<file path="src/sv/fixed_window_rate_limiter_top_defines.svh">
// assertion macros shared by the rate limiter rtl
// needs clk and rst in the scope of each use
`ifndef FIXED_WINDOW_RATE_LIMITER_TOP_DEFINES_SVH
`define FIXED_WINDOW_RATE_LIMITER_TOP_DEFINES_SVH

// same-cycle implication, checked outside reset
`define FWRL_ASSERT_NOW(label, ante, cons, msg) \
  label: assert property (@(posedge clk) disable iff (rst) (ante) |-> (cons)) \
    else $error(msg);

// next-cycle implication, checked outside reset
`define FWRL_ASSERT_NEXT(label, ante, cons, msg) \
  label: assert property (@(posedge clk) disable iff (rst) (ante) |=> (cons)) \
    else $error(msg);

`endif

</file>
<file path="src/sv/fwrl_pkg.sv">
// shared types and constants of the fixed-window rate limiter
// no dependencies
package fwrl_pkg;

  localparam int CLIENT_W = 8;
  localparam int NOW_W    = 32;
  localparam int CFG_W    = 16;
  localparam int COUNT_W  = 17;

  // configuration register indexes
  localparam int CFG_INDEX_W = 2;
  localparam logic [CFG_INDEX_W-1:0] CFG_WINDOW_SECONDS = 2'd0;
  localparam logic [CFG_INDEX_W-1:0] CFG_REQUEST_LIMIT  = 2'd1;

  localparam logic [CFG_W-1:0] WINDOW_SECONDS_RESET = 16'd60;
  localparam logic [CFG_W-1:0] REQUEST_LIMIT_RESET  = 16'd10;

  // item operation codes
  localparam logic FUNC_REQUEST = 1'b0;
  localparam logic FUNC_CLEAR   = 1'b1;

  typedef enum logic [1:0] {
    ST_CLEAR,
    ST_IDLE,
    ST_UPDATE
  } fwrl_state_t;

  // table access strobes
  typedef struct packed {
    logic rd;
    logic wr;
  } fwrl_mem_cmd_t;

endpackage

</file>
<file path="src/sv/fwrl_calc.sv">
// window update of one request: expiry check, count increment, saturation
// uses fwrl_pkg
module fwrl_calc #(
  parameter int TIME_BITS = 32
) (
  input  logic                        entry_valid,
  input  logic [fwrl_pkg::COUNT_W-1:0] count,
  input  logic [TIME_BITS-1:0]        begin_time,
  input  logic [TIME_BITS-1:0]        now,
  input  logic [fwrl_pkg::CFG_W-1:0]   window_seconds,
  input  logic [fwrl_pkg::CFG_W-1:0]   request_limit,
  output logic [fwrl_pkg::COUNT_W-1:0] count_next,
  output logic [TIME_BITS-1:0]        begin_next,
  output logic                        allowed
);
  import fwrl_pkg::*;

  localparam int CMP_W = (TIME_BITS > CFG_W) ? TIME_BITS : CFG_W;

  logic [TIME_BITS-1:0] elapsed;
  logic                 expired;
  logic [COUNT_W-1:0]   base;
  logic [COUNT_W:0]     inc;
  logic [COUNT_W:0]     cap;
  logic [COUNT_W:0]     sat;

  // elapsed time wraps modulo the time width; a new entry has none
  always_comb begin
    elapsed = entry_valid ? (now - begin_time) : '0;
    expired = !entry_valid || (CMP_W'(elapsed) >= CMP_W'(window_seconds));
  end

  // restart or continue the window, then count and saturate
  always_comb begin
    base       = expired ? '0 : count;
    begin_next = expired ? now : begin_time;
    inc        = (COUNT_W + 1)'(base) + 1'b1;
    cap        = (COUNT_W + 1)'(request_limit) + 1'b1;
    sat        = (inc > cap) ? cap : inc;
    count_next = sat[COUNT_W-1:0];
    allowed    = (sat <= (COUNT_W + 1)'(request_limit));
  end

endmodule

</file>
<file path="config.mk">
export PLATFORM = sky130hd
export DESIGN_NAME = fwrl_calc
export DESIGN_NICKNAME = d
export VERILOG_FILES = /design/src/sv/fixed_window_rate_limiter_top_defines.svh /design/src/sv/fwrl_pkg.sv /design/src/sv/fwrl_calc.sv
export SDC_FILE = /design/constraint.sdc
export NUM_CORES = 1
export LEC_CHECK = 0
export BUFFER_PORTS_ARGS = -buffer_cell sky130_fd_sc_hd__buf_4
export CORE_MARGIN = 4
export CORE_UTILIZATION = 25
export DETAILED_ROUTE_END_ITERATION = 10
export MAX_ROUTING_LAYER = met4
export PLACE_DENSITY = 0.56
export SETUP_SLACK_MARGIN = 0.1
export SYNTH_ARGS = -nofsm -noshare
export SYNTH_HDL_FRONTEND = slang
export SYNTH_SLANG_ARGS = --single-unit
</file>
<file path="constraint.sdc">
create_clock -name vclk -period 15.7
set_input_delay 2.355 -clock vclk [all_inputs]
set_output_delay 2.355 -clock vclk [all_outputs]
set_load 0.02 [all_outputs]
</file>
==> flow_summary.yaml <==
logic_synthesis:
  synth_area_sq_um: 4790
  ys_seq_area_share_pct: 0
  synth_top_area_share_pct: 21.4
  synth.area.top_cells: "ha_1 21%, o21ai_0 7.6%, inv_1 6.2%"
  synth.distinct_cells: 67
  yosysTopAreaCell: "ha_1"
  syn_inst: 738
  synth_nets: 935
  yosys_warnings: 0
  synth.avg_cell_area_sq_um: 6.48
sta:
  slew-limit-headroom_pct: 48.3
  setup_tns_ps: 0
  fin_hold_ws_ps: 5030
  setup_viol: 0
  fin_ws_ps: 950
  final_max_slew_viol_count: 0
  fmax_mhz: 67.8
  rsz0062_at_grt: "no"
  period_share_pct: 93.9
  worst_slew_pin_slew_ps: 776
  hold_viol_final: 0
  fin_crit_ps: 14750
setup_path:
  slowest_delay_ps: 740
  endpoint: "allowed"
  critPathLaunchType: "input port"
  cp_slowest_cell: "or4_4"
  path_class: "input port to primary output"
  worstPathRequired_ps: 13350
  cp.arrival_ps: 12390
  endpoint_kind: "primary output"
  worstPathMaxFanout: 34
  cp-startpoint: "begin_time[0]"
layout:
  most-common-layout-cells: "165 x buf_4, 82 x ha_1, 79 x inv_1"
  layout.nets: 1078
  design.seq.count: 0
  area_delta_synth_final_pct: 30.0
  fin_util_pct: 33.1
  clock_buffers: 0
  register_area_sq_um: 0
  drive_gt1_share_pct: 20.9
  diodes: 0
  final_common_cell: "buf_4"
  stdcell_count: 1113
placement:
  place_inst: 1112
  gp_congestion: 0.915
  io_buffer_count: 164
  post-place-ws_ps: 893
  hpwlAfterDp_mm: 14.4
power_and_ir_drop:
  power.density_nw_per_um2: 28.1
  p_leak_nw: 3.10
  pwr-share-seq_pct: 0
  p_sw_mw: 0.0962
  internal-power_mw: 0.0786
  pwr-share-comb_pct: 100.0
  swShare_pct: 55.0
  pwr-share-clk_pct: 0
  ir_worst_vdd_uv: 11.3
die:
  start_util_pct: 25.5
  core_area_sq_um: 18800
  fp.dieW_microns: 146
  die_area_sq_um: 21400
  io_pins: 164
  die_h_microns: 146
  rows: 50
detailed_routing:
  met3_length_microns: 717
  route.vias.total: 5686
  vias_per_cell: 5.11
  drc: 0
  wirelength_mm: 17.1
  first_iter_violations: 381
  wl_per_cell_microns: 15.3
  wl_met2_mm: 8.12
  highest_layer: "met4"
  antenna_left: 0
  first_pass_iters: 5
  wl_met1_mm: 8.09
clock_tree:
  cts_hold_buffers: 0
run:
  drv_cap: 0
worst_hold_path:
  hold_class: "input port to primary output"
global_route:
  grt_antenna_before_repair: 0
  track_usage_pct: 15.3
  grt_pass1_wl_mm: 27.5
  grt_pass1_vias: 5545
  grt.overflow.total: 0
  grt_max_degree: 68
run_status:
  status: "finished, final reports clean"
[stage by stage]
step / instance area (sq um) / power [mW]
after floorplan: 4790 / 0.112
after global placement: 6210 / 0.172
after detailed placement: 6210 / 0.173
after CTS: 6210 / 0.174
after global routing: 6220 / 0.194
final: 6220 / 0.175
[power by group through the flow]
stage                     clock network [mW]  registers (mW)  logic, mW
final                                      0               0      0.175
after floorplan                            0               0      0.112
after global placement                     0               0      0.172
after detailed placement                   0               0      0.173
after global routing                       0               0      0.194
after CTS                                  0               0      0.174
[metal layers]
metal | vias up | track usage (%)
met5 | - | -
met4 | 0 | 0.706
met3 | 8 | 1.18
met2 | 150 | 26.6
met1 | 2600 | 20.4
li1 | 2928 | -
[synthesized netlist by cell type (12+ instances only)]
master,count
nand4_1,22
o22a_1,12
xor2_1,12
clkbuf_1,15
nand2_1,74
xnor2_1,30
ha_1,82
nand2b_1,23
and2_1,16
nor2_1,58
o21a_1,16
o21ai_0,73
nor3_1,19
a21oi_1,38
inv_1,79
a21o_1,16
nand3_1,24
[logic make-up (layout without fill, tap and decap cells)]
logic type	count (synthesis)	count (layout)	share of synthesized area, %
muxes	8	8	1.80
and+or+nand+nor	282	283	30.1
AOI/OAI and AO/OA	219	219	30.1
adders and majority gates	83	83	21.9
xor gates and xnor gates	42	42	7.69
buffers and inverters	104	244	8.39
[critical path, delay by kind of cell]
family                   cells  cell delay [ps]
multiplexers                 1              370
adder cells (fa/ha/maj)      6             1670
AND/OR/NAND/NOR             14             3140
AO/OA/AOI/OAI               19             4240
XOR/XNOR                     2              340
buffers and inverters        2              250
[worst min-delay path by stage]
stage / slack (ps) / from / end / cells after the start
floorplan: 4840 / request_limit[0] / count_next[0] / 1
global placement: 5030 / now[12] / begin_next[12] / 4
detailed placement: 5030 / now[23] / begin_next[23] / 4
CTS: 5030 / now[23] / begin_next[23] / 4
global route: 5050 / now[14] / begin_next[14] / 4
finish: 5030 / now[20] / begin_next[20] / 4
[repair_timing]
| action | CTS | global route |
|---|---|---|
| setup endpoints to repair | 0 | 1 |
| setup buffers | 0 | 0 |
| gates resized for setup | 0 | 0 |
[area by class of cell]
cell class | instances | area [sq um]
fillers | 2124 | 12500
multi-input cells | 635 | 4390
repair buffers | 165 | 1240
inverters | 79 | 297
well taps | 234 | 293
Note: power is estimated with default switching activity, not from simulation.
